[config.mk]
export PLATFORM = sky130hd
export DESIGN_NAME = counting_semaphore_fifo_waiters
export DESIGN_NICKNAME = d
export VERILOG_FILES = /design/src/csem_pkg.sv /design/src/counting_semaphore_fifo_waiters.sv
export SDC_FILE = /design/constraint.sdc
export NUM_CORES = 1
export LEC_CHECK = 0
export BUFFER_PORTS_ARGS = -buffer_cell sky130_fd_sc_hd__buf_2
export CAP_MARGIN = 15
export CORE_MARGIN = 1.5
export CORE_UTILIZATION = 55
export DETAILED_ROUTE_END_ITERATION = 7
export GPL_TIMING_DRIVEN = 0
export HOLD_SLACK_MARGIN = 0.06
export PLACE_DENSITY = 0.75
export SYNTH_ARGS = -nofsm -noshare
export SYNTH_HDL_FRONTEND = slang
export SYNTH_SLANG_ARGS = --single-unit
[constraint.sdc]
create_clock -name clk -period 2.8 [get_ports clk]
set_clock_uncertainty 0.2 [all_clocks]
set_input_delay 0.14 -clock clk [delete_from_list [all_inputs] [get_ports clk]]
set_output_delay 0.14 -clock clk [all_outputs]
set_load 0.03 [all_outputs]
[src/csem_pkg.sv]
package csem_pkg;

  // operation codes
  localparam logic [2:0] OP_WAIT    = 3'd0;
  localparam logic [2:0] OP_TRYWAIT = 3'd1;
  localparam logic [2:0] OP_POST    = 3'd2;
  localparam logic [2:0] OP_INIT    = 3'd3;
  localparam logic [2:0] OP_DESTROY = 3'd4;

  // result codes
  localparam logic [2:0] RC_OK      = 3'd0;
  localparam logic [2:0] RC_QUEUED  = 3'd1;
  localparam logic [2:0] RC_UNAVAIL = 3'd2;
  localparam logic [2:0] RC_NOINIT  = 3'd3;
  localparam logic [2:0] RC_FULL    = 3'd4;

  localparam int unsigned INIT_WIDTH = 16;

endpackage

[src/counting_semaphore_fifo_waiters.sv]
// Counting semaphore with a FIFO of waiting thread ids. An op (wait, trywait,
// post, init, destroy) is taken at every clock edge where start is high and
// busy is low; busy stays low, so one op can be issued every cycle. The result
// of each op appears on result_code / woken_valid / woken_thread with done
// high for exactly one cycle, the cycle right after the op was taken, and it
// is transferred at the edge that ends that cycle: the receiver cannot stall,
// so it must take every result as it comes. The rate is one op per cycle. The
// waiter-id memory is written at the tail on a queued wait and read at the
// head on a post through a registered read. Count, pointers and occupancy
// are flip-flops updated at the transfer edge. The waiter memory is not
// cleared: only entries written by a queued wait are ever read back. A wait
// on a full queue reports queue full, a post with no waiter saturates the
// count, and init saturates init_value to the count width.
module counting_semaphore_fifo_waiters #(
  parameter int unsigned WAIT_DEPTH  = 16,
  parameter int unsigned ID_WIDTH    = 8,
  parameter int unsigned COUNT_WIDTH = 16
) (
  input  logic                                clk,
  input  logic                                rst,
  input  logic                                start,
  output logic                                busy,
  input  logic [2:0]                          op,
  input  logic [ID_WIDTH-1:0]                 thread_id,
  input  logic [csem_pkg::INIT_WIDTH-1:0]     init_value,
  output logic                                done,
  output logic [2:0]                          result_code,
  output logic                                woken_valid,
  output logic [ID_WIDTH-1:0]                 woken_thread
);
  import csem_pkg::*;

  // pointer and occupancy widths
  localparam int unsigned PTR_W = (WAIT_DEPTH > 1) ? $clog2(WAIT_DEPTH) : 1;
  localparam int unsigned OCC_W = $clog2(WAIT_DEPTH + 1);
  localparam logic [PTR_W-1:0] LAST_SLOT = PTR_W'(WAIT_DEPTH - 1);
  localparam logic [OCC_W-1:0] FULL_OCC  = OCC_W'(WAIT_DEPTH);

  // init saturation is done at the wider of the two widths
  localparam int unsigned EXT_W = (COUNT_WIDTH > INIT_WIDTH) ? COUNT_WIDTH : INIT_WIDTH;
  localparam logic [EXT_W-1:0] COUNT_MAX_EXT = EXT_W'((64'd1 << COUNT_WIDTH) - 64'd1);
  localparam logic [COUNT_WIDTH-1:0] COUNT_MAX = {COUNT_WIDTH{1'b1}};

  // waiter id memory
  logic [ID_WIDTH-1:0] waiter_ids [WAIT_DEPTH];
  logic [ID_WIDTH-1:0] rd_data;

  // semaphore state
  logic                   initialized, initialized_next;
  logic [COUNT_WIDTH-1:0] count, count_next;
  logic [PTR_W-1:0]       head, head_next;
  logic [PTR_W-1:0]       tail, tail_next;
  logic [OCC_W-1:0]       occ, occ_next;

  // result register
  logic [2:0] rc_next;
  logic       wvalid_next;
  logic       wvalid;

  logic accept;
  logic wr_en;
  logic rd_en;
  logic [EXT_W-1:0] ival_ext;
  logic [EXT_W-1:0] ival_sat;

  // never stalls: every op finishes in the cycle after its transfer
  assign busy   = 1'b0;
  assign accept = start && !busy;

  assign ival_ext = EXT_W'(init_value);
  assign ival_sat = (ival_ext > COUNT_MAX_EXT) ? COUNT_MAX_EXT : ival_ext;

  always_comb begin
    initialized_next = initialized;
    count_next       = count;
    head_next        = head;
    tail_next        = tail;
    occ_next         = occ;
    rc_next          = RC_OK;
    wvalid_next      = 1'b0;
    wr_en            = 1'b0;
    rd_en            = 1'b0;
    if (op == OP_INIT) begin
      // init drops any queued waiters
      initialized_next = 1'b1;
      count_next       = COUNT_WIDTH'(ival_sat);
      head_next        = '0;
      tail_next        = '0;
      occ_next         = '0;
    end else if (!initialized) begin
      rc_next = RC_NOINIT;
    end else begin
      case (op)
        OP_WAIT: begin
          if (count != '0) begin
            count_next = count - COUNT_WIDTH'(1);
          end else if (occ == FULL_OCC) begin
            rc_next = RC_FULL;
          end else begin
            // block: append caller at tail
            wr_en     = 1'b1;
            tail_next = (tail == LAST_SLOT) ? '0 : tail + PTR_W'(1);
            occ_next  = occ + OCC_W'(1);
            rc_next   = RC_QUEUED;
          end
        end
        OP_TRYWAIT: begin
          if (count != '0) begin
            count_next = count - COUNT_WIDTH'(1);
          end else begin
            rc_next = RC_UNAVAIL;
          end
        end
        OP_POST: begin
          if (occ != '0) begin
            // hand the unit to the oldest waiter, id read from the head slot
            rd_en       = 1'b1;
            wvalid_next = 1'b1;
            head_next   = (head == LAST_SLOT) ? '0 : head + PTR_W'(1);
            occ_next    = occ - OCC_W'(1);
          end else if (count != COUNT_MAX) begin
            count_next = count + COUNT_WIDTH'(1);
          end
        end
        OP_DESTROY: begin
          initialized_next = 1'b0;
          count_next       = '0;
          head_next        = '0;
          tail_next        = '0;
          occ_next         = '0;
        end
        default: begin
          // unused op codes change nothing
          rc_next = RC_UNAVAIL;
        end
      endcase
    end
  end

  // memory port: one write at tail, one registered read at head
  always_ff @(posedge clk) begin
    if (accept && wr_en) begin
      waiter_ids[tail] <= thread_id;
    end
    if (accept && rd_en) begin
      rd_data <= waiter_ids[head];
    end
  end

  // state and result registers
  always_ff @(posedge clk) begin
    if (rst) begin
      initialized <= 1'b0;
      count       <= '0;
      head        <= '0;
      tail        <= '0;
      occ         <= '0;
      done        <= 1'b0;
      wvalid      <= 1'b0;
      result_code <= RC_OK;
    end else begin
      done <= accept;
      if (accept) begin
        initialized <= initialized_next;
        count       <= count_next;
        head        <= head_next;
        tail        <= tail_next;
        occ         <= occ_next;
        wvalid      <= wvalid_next;
        result_code <= rc_next;
      end
    end
  end

  assign woken_valid  = wvalid;
  // woken id reads as zero when no waiter was woken
  assign woken_thread = wvalid ? rd_data : '0;

endmodule

-- After elaboration in Yosys (flattened, before gate mapping)
Memory sizes are Yosys's and may differ from the RTL's. A register that Yosys moved wholly into a read port is not among the register bits.
Cells that the tools add are included.
- flip-flop bits (word level): 35
- memory bits (writable): 128
- output and inout port bits: 14
- logic and storage cells: 91
- memories: 1
- add/sub/neg operators: 6
- order comparisons: 1
- eq/ne operators: 14
- multiplexer cells: 45
- reductions and logical operators: 16
- memory list (name ; depth ; bits a word ; read ports ; clocked after memory_dff ; wr ports ; line ; text):
    waiter_ids ; 16 ; 8 ; 1 ; 1 ; 1 ; counting_semaphore_fifo_waiters.sv:45 ; logic [ID_WIDTH-1:0] waiter_ids [WAIT_DEPTH];
- operators by type and width (kind ; count):
    $mux W16 ; 6
    $pmux W16 S3 ; 1
    $mux W4 ; 9
    $mux W5 ; 5
    $add A16 B1 Y16 const B ; 1
    $gt A16 B16 Y1 const B ; 1
    $ne A16 B16 Y1 const B ; 1
    $pmux W4 S2 ; 2
    $reduce_bool A16 Y1 ; 1
    $sub A16 B1 Y16 const B ; 1
    $ne A3 B3 Y1 const B ; 5
    $pmux W5 S3 ; 1
    $mux W1 ; 14
    $mux W3 ; 4
    $reduce_and A6 Y1 ; 2
    $pmux W3 S3 ; 1
    $add A4 B1 Y4 const B ; 2
    $eq A4 B4 Y1 const B ; 2
    $mux W8 ; 1
    $reduce_bool A4 Y1 ; 2
    $eq A3 B2 Y1 const B ; 2
    $reduce_bool A3 Y1 ; 2
    $add A5 B1 Y5 const B ; 1
    $eq A5 B5 Y1 const B ; 1
    12 further kinds ; 14

-- Depth between registers and ports, before layout
Gate-level depths: netlist (run 1).
- depth after elaboration: 9
- depth in mapped cells: 12

-- Least setup slack after synthesis (run 1)
OpenSTA, ideal clock, no wires.
- kind: input to register
- start point: input op[0]
- end point: register count[11]
- data arrival time: 2.672 ns
- slack: -0.157 ns
- stages on the path: 11
- cells stage by stage: clkbuf_1 > nand2b_1 > nor2_1 > inv_1 > ha_1 > a211oi_1 > o211ai_1 > a31oi_1 > xnor2_1 > a22oi_1 > a211oi_1
- longest elaborated chain between the ends: 5
- elaborated cells on any way between the ends: 15
- classes of those cells: 7 x eq/ne; 3 x mux; 5 x reduce/logical
- ends and longest elaborated chain (element ; line ; text):
    from (decl) ; counting_semaphore_fifo_waiters.sv:23 ; input logic [2:0] op,
    $eq A3 B1 Y1 or $logic_not A3 Y1 (tied branches) ; counting_semaphore_fifo_waiters.sv:93 ; case (op)
    $reduce_or A2 Y1 (no line) ; - ;
    $pmux W16 S3 ; counting_semaphore_fifo_waiters.sv:93 ;
    $mux W16 ; counting_semaphore_fifo_waiters.sv:90 ; end else if (!initialized) begin
    $mux W16 ; counting_semaphore_fifo_waiters.sv:83 ; if (op == OP_INIT) begin
    to (signal assigned) ; counting_semaphore_fifo_waiters.sv:165 ; count <= count_next;
    to (decl) ; counting_semaphore_fifo_waiters.sv:50 ; logic [COUNT_WIDTH-1:0] count, count_next;
Parallel ways exist; a longest one is shown, timed or not. The select of a mux whose other input is x is not followed.
A chain may end at the register's enable or synchronous reset.

-- Final worst setup path (run 1)
- start point: register count[2]
- end point: memory waiter_ids[1][2], enable pin
- longest elaborated chain between the ends: 8
- ends and longest elaborated chain (element ; line ; text):
    $reduce_bool A16 Y1 ; counting_semaphore_fifo_waiters.sv:95 ; if (count != '0) begin
    $mux W1 ; counting_semaphore_fifo_waiters.sv:95 ;
    $mux W1 ; counting_semaphore_fifo_waiters.sv:93 ;
    $mux W1 ; counting_semaphore_fifo_waiters.sv:90 ;
    $mux W1 ; counting_semaphore_fifo_waiters.sv:83 ;
    $logic_and A1 B1 Y1 ; counting_semaphore_fifo_waiters.sv:142 ; if (accept && wr_en) begin
    $mux W1 ; counting_semaphore_fifo_waiters.sv:142 ;
    $mux W1 (not written as such) ; counting_semaphore_fifo_waiters.sv:143 ; waiter_ids[tail] <= thread_id;
    to (decl) ; counting_semaphore_fifo_waiters.sv:45 ;
Every way passes these cells.

==> results of run 1 <==
==> final timing paths <==
check / to / depth (start not counted)
setup / recovery: waiter_ids[1][2] / 7
hold / removal: result_code[1] / 4
setup reg to reg: waiter_ids[1][2] / 7
hold reg to reg: result_code[0] / 2
==> what timing repair did <==
| item | 4_1_cts | 5_1_grt |
|---|---|---|
| endpoints found under the setup margin | 138 | 72 |
| buffers inserted | 2 | 0 |
| pin swaps | 1 | 0 |
| hold buffers | 29 | 0 |
| gates cloned | 0 | 0 |
| gates resized for setup | 16 | 8 |
| endpoints found under the hold margin | 153 | 0 |
==> cell type report <==
class,count,area [µm²]
sequential,171,4780
fill,965,4680
multi-input combinational,350,3000
timing repair buffer,76,541
clock buffer,18,429
tap,180,225
buffer,27,119
clock inverter,14,110
inverter,11,43.8
==> sequential cells by signal (all words and copies together) (netlist names) <==
| register | flops |
|---|---|
| occ | 5 |
| tail | 4 |
| rd_data | 8 |
| initialized | 1 |
| done | 1 |
| result_code | 3 |
| waiter_ids | 128 |
| head | 4 |
| count | 16 |
| woken_valid | 1 |
==> critical path: stages, from the launching register on <==
cell	delay, ns
dfxtp_1	0.35
nor4_1	0.41
nand4_1	0.14
buf_4	0.18
nor4_4	0.26
nand2_1	0.21
nor3_1	0.46
buf_4	0.27
==> layout by cell type (no fill, tap or decap), types with 3 or more instances in the layout <==
master         instances
a21o_1                 6
o21ai_1                3
inv_1                 10
nor2_1                46
nand2_1               33
clkbuf_16             17
a22oi_1               11
clkinv_2               3
a211oi_1              13
buf_2                 46
or3b_1                 3
clkinv_4               3
buf_4                  7
nor3_2                 3
mux2i_1                7
nor4_1                 7
and2_1                 9
dlygate4sd3_1         29
nor2_4                 4
nand3_1               13
dfxtp_1               35
o21ai_0               10
nand4_1               10
nor2_2                 7
ha_1                  24
a21oi_1               30
clkbuf_1              19
o21a_1                 4
edfxtp_1             136
nand2b_1               7
xnor2_1               10
nor3_1                 3
mux4_2                40
xor2_1                 5
o211ai_1               4
inv_6                  4
a31oi_1                3
a311oi_1               4
==> metal layers <==
layer	vias up	GRT usage	routed length (µm)
li1	2385	-	-
met2	199	0.375	8180
met5	-	0	0
met3	29	0.0493	1030
met1	2521	0.370	7880
met4	0	0.0843	341
==> through the flow <==
step | area (µm²) | power [mW] | utilization | setup slack [ns] | TNS (ns)
detailed placement | 8310 | 3.34 | 0.597 | -0.575 | -66.18
CTS | 9220 | 5.54 | 0.662 | 0.0459 | 0
global route | 9250 | 5.71 | 0.664 | -0.162 | -3.97
floorplan | 7850 | 3.20 | - | 0.136 | 0
global placement | 8280 | 3.33 | 0.595 | -0.855 | -62.40
finish | 9250 | 5.53 | 0.664 | 0.0230 | 0
==> kinds of logic after synthesis <==
group	count (synthesis)	share of synthesized area
AO/OA/AOI/OAI	105	0.0929
XOR/XNOR	15	0.0167
adder cells (fa/ha/maj)	26	0.0433
buffers and inverters	38	0.0194
flip-flops	171	0.609
multiplexers	47	0.124
other	1	0.000478
AND/OR/NAND/NOR	156	0.0940
==> power by group through the flow <==
stage | sequential, mW | clock (mW) | combinational, mW
floorplan | 2.83 | 0 | 0.365
global placement | 2.83 | 0 | 0.495
detailed placement | 2.83 | 0 | 0.509
CTS | 2.78 | 2.20 | 0.565
global route | 2.78 | 2.29 | 0.636
finish | 2.78 | 2.17 | 0.579
==> impl_metrics.toml, run 1 <==
[status]
run_status = "finished clean"

[power]
switching_share = 0.249
p_int_mw = 4.15
vdd_ir_drop_max_uv = 470
clkPwrFrac = 0.393
powerDensity_nw_per_um2 = 598
p_leak_nw = 3.20
switchingPower_mw = 1.38
combinationalPowerShare = 0.105
power_frac_seq = 0.503

[floorplanning]
die_w_um = 122
ioPinCount = 44
die_height_um = 122
core_um2 = 13900
row_count = 43
dieArea_um2 = 15000
start_util = 0.563

[layout]
fin_cells = 847
syn2layout_area_growth_pct = 17.8
final_nets = 710
drive_gt1_frac = 0.219
diodes = 0

[timing]
period_minus_slack_ns = 2.78
fin_hold_ws_ns = 0.0787
finalCritPeriodShare = 0.992
setup_viol = 0
slew_viol_final = 0
hold_viol = 0
rsz0062_at_grt = "true"
worst_pin_slew_ns = 0.743
max_freq_mhz = 360
timing.max_slew.rel_slack = 0.503

[placement]
portBuffers = 41
dp_cells = 784
hpwl_mm = 11.7
gp_congestion = 0.928

[worst_setup_path]
r2r-start = "count[2]"
worstPathArrival_ns = 2.72
crit_path_end_kind = "flop"
start_kind = "flop"
critPathLaunch = "count[2]"
r2r_slack_ns = 0.02
crit_fanout = 6
path_class = "flop to flop"
cp.required_ns = 2.74

[route]
drc = 0
ant_nets = 0
vias_per_cell = 6.06
avgRoutedWirePerCell_um = 20.6
drtIter0Drc = 442
routed_wl_mm = 17.4
firstDrtPassIters = 5
routed-via-count = 5134

[global_routing]
gr-usage-all-layers = 0.250
globalRouteOverflowTotal = 0
first_global_vias = 4984
grt_pass1_wl_mm = 27.6
antenna_found_initial = 0
grt_max_degree = 19

[synth]
yosys.cell_types.count = 52
avgSynthCellArea_um2 = 14.0
synth_area_um2 = 7850
synthMostInstantiatedCell = "edfxtp_1"
synth_top_area_share = 0.520
synthArstFlopShare = 0
netlist_instances = 559
synth.top_cells.by_count = "136 x edfxtp_1, 57 x nor2_1, 40 x mux4_2, 35 x dfxtp_1, 33 x nand2_1"
ys_ff_latch = 171
synth_flop_cell = "edfxtp_1"
ys_warn_count = 0
ys_seq_area_frac = 0.609
synthTopCellsByArea = "edfxtp_1 52%, mux4_2 11%, dfxtp_1 8.9%"
synth_top_cell_by_area = "edfxtp_1"
synth-edff-count = 136
synthesis.nets = 615

[cts]
clk_pin_slew_ns = 0.07
cts_tree = "yes"
numCtsBuffers = 17
cts_max_level = 4
clk_latency_ns = 0.43
cts_root_buf = "clkbuf_16"
numClockSinks = 171
cts_max_path_buffers = 2

[min_path]
hold_path_startpoint = "op[1]"
hp-class = "input pin to flop"

[flow_run]
drv_cap = 0
Note: power is estimated with default switching activity, not from simulation.
==> run 2, diff against run 1 <==
Settings changed: CORE_ASPECT_RATIO set to 0.75.
==> impl_metrics.toml, run 2 (synthesized netlist as in run 1, its figures left out) <==
[worst_setup_path]
start_kind = "flop"
path_class = "flop to flop"
cp.required_ns = 2.68
crit_path_end_kind = "flop"
cp_slowest_cell = "nor2_2"
crit_chain = "nor4_2 > nand4_1 > buf_4 > nor4_4 > nand2_1 > nor2_2"
worstPathArrival_ns = 2.55
critPathMaxStageDelay_ns = 0.48
crit_fanout = 8

[layout]
final_common_cell = "edfxtp_1"
diodes = 0
ff_latch_area_um2 = 4780
fin_util = 0.675
fin_cells = 843
nFillCells = 948
final_nets = 711
top_regs = "waiter_ids: 128 flops, count: 16 flops, rd_data: 8 flops"
largest_reg_flops = 128
drive_gt1_frac = 0.235
final_cell_mix = "136 x edfxtp_1, 47 x buf_2, 44 x nor2_1"
fin_area_um2 = 9350
top_register = "waiter_ids"
multi_input_area_um2 = 3030
syn2layout_area_growth_pct = 19.1

[power]
combinationalPowerShare = 0.103
vdd_ir_drop_max_uv = 567
powerDensity_nw_per_um2 = 619
p_int_mw = 4.29
p_leak_nw = 3.24
total_power_mw = 5.79
clkPwrFrac = 0.416
power_frac_seq = 0.480
switchingPower_mw = 1.49
switching_share = 0.258

[floorplanning]
core_um2 = 13800
ioPinCount = 44
start_util = 0.567
row_count = 37
die_w_um = 141
die_height_um = 106
dieArea_um2 = 15000

[global_routing]
first_global_vias = 5179
gr-usage-all-layers = 0.265
grt_pass1_wl_mm = 28.8
globalRouteOverflowTotal = 0
antenna_found_initial = 0
grt_max_degree = 20

[placement]
dp_cells = 779
dpl_cell_area_um2 = 8310
portBuffers = 41
hpwl_mm = 12.4
gp_congestion = 0.891

[flow_run]
drv_cap = 0

[cts]
numClockSinks = 171
cts_tree = "yes"
numCtsBuffers = 17
cts_max_level = 4
cts_root_buf = "clkbuf_16"
clk_latency_ns = 0.44
clk_pin_slew_ns = 0.07
cts_max_path_buffers = 2

[timing]
slew_viol_final = 0
worst_pin_slew_ns = 0.730
setup_viol = 0
timing.max_slew.rel_slack = 0.513
max_freq_mhz = 374
rsz0062_at_grt = "true"
hold_viol = 0
finalCritPeriodShare = 0.954
period_minus_slack_ns = 2.67

[route]
drtIter0Drc = 593
vias_per_cell = 6.31
firstDrtPassIters = 6
routed_wl_mm = 18.6
routed-via-count = 5320
ant_nets = 0
drc = 0
avgRoutedWirePerCell_um = 22.1

[status]
run_status = "finished clean"

[min_path]
hp-class = "input pin to flop"
[run 2: changes by cell type in the layout (fill, tap and decap cells not counted), sizes merged]
cell	change
buf	+3
bufinv	+1
inv	+4
clkdlybuf4s15	-1
clkinv	-4
dlygate4sd3	-1
clkbuf	-1
[run 2: layout make-up]
class                   instances  share of cell area
clock inverters                15              0.0199
well taps                     175              0.0234
inverters                      11             0.00468
clock buffers                  17              0.0455
repair buffers                 77              0.0584
plain buffers                  27              0.0122
flip-flops and latches        171               0.512
multi-input cells             350               0.324
[run 2: per-layer routing]
metal / share of wire / track usage
met4: 0.012 / 0.0670
met3: 0.098 / 0.0725
met2: 0.46 / 0.404
met1: 0.43 / 0.382
met5: 0 / 0
[run 2: worst paths after layout]
kind / from / end / slack [ns] / cells after the start
max: count[7] / waiter_ids[10][1] / 0.13 / 6
min: op[2] / result_code[2] / 0.09 / 4
max reg2reg: count[7] / waiter_ids[10][1] / 0.13 / 6
min reg2reg: result_code[2] / result_code[2] / 0.28 / 2
[run 2: timing repair]
action                                  in CTS  in global routing
endpoints found under the setup margin     135                140
pin swaps                                    1                  1
setup buffers                                2                  2
hold buffers                                28                  0
resized for setup                           21                 12
hold endpoints to repair                   153                  0
[run 2: worst max-delay path, delay by kind of cell, from the launching register on]
kind | cells | cell delay [ns]
and+or+nand+nor | 5 | 1.58
DFF | 1 | 0.35
buffers and inverters | 1 | 0.18
[run 2: metrics by stage]
step | setup TNS [ns] | hold WS, ns | setup slack [ns]
2_1_floorplan | 0 | 0.0389 | 0.136
3_3_place_gp | -70.83 | 0.199 | -0.823
3_5_place_dp | -66.48 | 0.214 | -0.639
4_1_cts | 0 | 0.0783 | 0.0129
5_1_grt | -1.64 | 0.115 | -0.0673
6_report | 0 | 0.0907 | 0.128
[run 2: power groups by stage]
stage / registers (mW) / logic [mW] / clock network (mW)
2_1_floorplan: 2.83 / 0.365 / 0
3_3_place_gp: 2.83 / 0.502 / 0
4_1_cts: 2.78 / 0.580 / 2.42
3_5_place_dp: 2.83 / 0.522 / 0
6_report: 2.78 / 0.599 / 2.41
5_1_grt: 2.78 / 0.656 / 2.51
